**src/hw/rtl/lap_pkg.sv**
```systemverilog
// Shared types and constants for the 3x3 Laplacian filter.
package lap_pkg;

  localparam int unsigned PixW         = 16;
  localparam int unsigned OutW         = 15;
  localparam int unsigned LapMaxWidth  = 32768;
  localparam int unsigned CfgIdxW      = 1;
  localparam int unsigned CfgDataW     = 16;
  localparam int unsigned WidthRegW    = 16;
  localparam int unsigned DecRegW      = 3;

  localparam logic [WidthRegW-1:0] LineWidthRst  = 16'd4096;
  localparam logic [DecRegW-1:0]   DecimationRst = 3'd2;

  // register indexes of the configuration port
  localparam logic [CfgIdxW-1:0] RegLineWidth  = 1'b0;
  localparam logic [CfgIdxW-1:0] RegDecimation = 1'b1;

  // one window column: pixel two rows up, one row up, current row
  typedef struct packed {
    logic [PixW-1:0] top;
    logic [PixW-1:0] mid;
    logic [PixW-1:0] bot;
  } lap_col_t;

endpackage

```
**src/hw/rtl/lap_col_cell.sv**
```systemverilog
// One window column cell: load a column from the neighbor on each shift.
module lap_col_cell import lap_pkg::*; (
  input  logic     clk_i,
  input  logic     rst_ni,
  input  logic     shift_i,
  input  lap_col_t col_i,
  output lap_col_t col_o
);

  lap_col_t col_q;

  always_ff @(posedge clk_i or negedge rst_ni) begin
    if (!rst_ni) begin
      col_q <= '0;
    end else if (shift_i) begin
      col_q <= col_i;
    end
  end

  assign col_o = col_q;

endmodule
```
**config.mk**
```make
export PLATFORM = sky130hd
export DESIGN_NAME = lap_col_cell
export DESIGN_NICKNAME = d
export VERILOG_FILES = /design/src/hw/rtl/lap_pkg.sv /design/src/hw/rtl/lap_col_cell.sv
export SDC_FILE = /design/constraint.sdc
export NUM_CORES = 1
export LEC_CHECK = 0
export ABC_CLOCK_PERIOD_IN_PS = 1100
export BUFFER_PORTS_ARGS = -buffer_cell sky130_fd_sc_hd__buf_2
export CORE_ASPECT_RATIO = 0.5
export CORE_MARGIN = 2
export CORE_UTILIZATION = 35
export CTS_CLUSTER_DIAMETER = 200
export DETAILED_ROUTE_END_ITERATION = 12
export GPL_TIMING_DRIVEN = 0
export SYNTH_ARGS = -nofsm -noshare
export SYNTH_HDL_FRONTEND = slang
export SYNTH_SLANG_ARGS = --single-unit
```
**constraint.sdc**
```tcl
create_clock -name clk_i -period 1.1 [get_ports clk_i]
set_clock_uncertainty 0.15 [all_clocks]
set_input_delay 0.055 -clock clk_i [delete_from_list [all_inputs] [get_ports clk_i]]
set_output_delay 0.055 -clock clk_i [all_outputs]
set_load 0.05 [all_outputs]
```
==> impl_metrics.toml <==
[outcome]
violations = "negative hold slack"
status = "complete, but fails checks"

[synthesis]
synth-seq-area-share_pct = 64.6
synth_cells = 101
ys_warn_count = 0
synth_seq_cells = 48
synth_area_sq_um = 1860
syn_nets = 152
synth.avg_cell_area_sq_um = 18.4
synth_cell_types = 5
synth_top_area_share_pct = 64.6
synthTopCellsByArea = "dfrtp_1, mux2_2, mux2_4"
yosysTopAreaCell = "dfrtp_1"

[sta]
layout_min_cycle_time_ns = 1.08
drv_slew = 0
setup_violations = 0
rsz0062_at_grt = "yes"
final.period_utilization_pct = 97.8
worst_slack_ns = 0.0239
maxSlewHeadroom_pct = 30.6
hold_viol_final = 56
fmax_mhz = 929
worstMarginPinSlew_ns = 1.04
hold_ws_ns = -0.202

[grt]
grt-ovfl-total = 0
grt_start_max_net_pins = 49
grt_pass1_vias = 1561
antenna_found_initial = 0
grt_pass1_wl_um = 7290
gr-usage-all-layers_pct = 15.7

[setup_path]
slowest_delay_ns = 0.42
crit_family = "flip-flops"
cp_slowest_cell = "dfrtp_2"
arrival_ns = 0.87
worst-path-max-fanout = 2
cp-start-kind = "flop"
crit_required_ns = 0.89
critPathKind = "flop to output port"
cp_num_buf_inv = 1
crit_path_end_kind = "output port"
worstPathCellList = "buf_6"
rrSetupSlack_ns = 0.04

[clock_network]
path_clk_slew_ns = 0.08
cts_buffers = 5
cts_tree = "built"
clk-insertion-delay-late_ns = 0.29
htree_levels = 2
hold_buffers = 48
cts_root_buf = "clkbuf_8"
clk_path_buf_depth = 2
cts_sinks = 48

[drt]
dr_total_vias = 1418
firstDrtPassIters = 4
wl_per_cell_um = 14.3
postRouteAntennaNets = 0
drc = 0
wl_um = 4680
viasPerCell = 4.32
first_iter_violations = 23

[die]
fp.dieArea_sq_um = 5950
die_h_um = 55.6
initial_utilization_pct = 37.0
fp.coreArea_sq_um = 5020
std_cell_rows = 18
ios = 99
die_w_um = 107

[power_and_ir_drop]
seq_power_share_pct = 43.8
p_sw_share_pct = 33.0
p_int_mw = 3.21
cellPowerDensity_nw_per_um2 = 1410
p_leak_nw = 1.57
p_sw_mw = 1.58
clkPwrFrac_pct = 22.2
combPwrFrac_pct = 34.0
ir_drop_uv = 711

[finish]
nets = 308
fillCellCount = 349
n_antenna_cell = 0
design_area_sq_um = 3400
largest_reg_flops = 48
final_util_pct = 67.6
drive_gt1_share_pct = 81.4
syn_to_final_growth_pct = 82.6

[placed_design]
place_ws_ns = -0.137
dpl-instance-area_sq_um = 2490
io_buffers = 97
hpwl_um = 2760
gp_congestion = 0.699

[worst_hold_path]
hp-class = "input port to asynchronous set/reset pin"

[flow_run]
drv_cap = 0
-- placed cells by master, fill, tap and decap left out --
cell type and count:
dlygate4sd3_1 48, mux2_2 28, clkinv_2 2, dfrtp_2 48, buf_4 4, buf_6 51
buf_2 51, mux2_4 20, clkbuf_8 6
-- power groups by stage --
stage	clock [mW]	combinational (mW)	sequential (mW)
floorplan	0	0.270	2.73
global placement	0	1.25	2.08
detailed placement	0	1.26	2.09
CTS	1.11	1.56	2.09
global route	1.21	1.70	2.13
finish	1.06	1.63	2.10
-- area by class of cell --
type	instances	area [sq um]	share of cell area, %
Tap cell	70	87.6	2.58
Multi-Input combinational cell	48	616	18.1
Clock inverter	2	10.0	0.295
Sequential cell	48	1260	37.1
Clock buffer	6	82.6	2.43
Timing Repair Buffer	149	1300	38.2
Buffer	5	43.8	1.29
-- path summary, 6_finish.rpt --
kind,start,endpoint,cells past startpoint
min,rst_ni,col_o[24]$_DFFE_PN0P_,1
min reg2reg,col_o[33]$_DFFE_PN0P_,col_o[33]$_DFFE_PN0P_,1
min in group clk_i,shift_i,col_o[19]$_DFFE_PN0P_,2
max in group asynchronous,rst_ni,col_o[15]$_DFFE_PN0P_,1
max,col_o[2]$_DFFE_PN0P_,col_o[2],1
max reg2reg,col_o[34]$_DFFE_PN0P_,col_o[34]$_DFFE_PN0P_,2
-- synthesized netlist by cell type --
library cell / count
buf_2: 2
buf_6: 3
dfrtp_1: 48
mux2_2: 28
mux2_4: 20
-- per-stage QoR --
step / TNS [ns] / power, mW / std cells
after floorplan: 0 / 3.00 / 101
after global placement: -5.34 / 3.33 / 268
after detailed placement: -6.43 / 3.35 / 268
after CTS: 0 / 4.76 / 324
after global routing: -0.193 / 5.03 / 328
final: 0 / 4.80 / 328
-- routing by layer --
layer	up-vias	wire length, um	global-route usage, %
met3	8	169	3.90
met1	711	1720	17.0
met5	-	0	0
met4	0	82	4.45
met2	38	2710	30.4
li1	661	-	-
-- kinds of logic (layout without fill, tap and decap cells) --
| logic type | after synthesis | in the layout | synth area share, % |
|---|---|---|---|
| buffers and inverters | 5 | 162 | 2.35 |
| flip-flops | 48 | 48 | 64.6 |
| multiplexers | 48 | 48 | 33.1 |
-- what timing repair did --
| action | in CTS | in global routing |
|---|---|---|
| endpoints found under the hold margin | 96 | 56 |
| endpoints found under the setup margin | 48 | 38 |
| setup buffers | 0 | 4 |
| gates resized for setup | 77 | 19 |
Note: power is estimated with default switching activity, not from simulation.
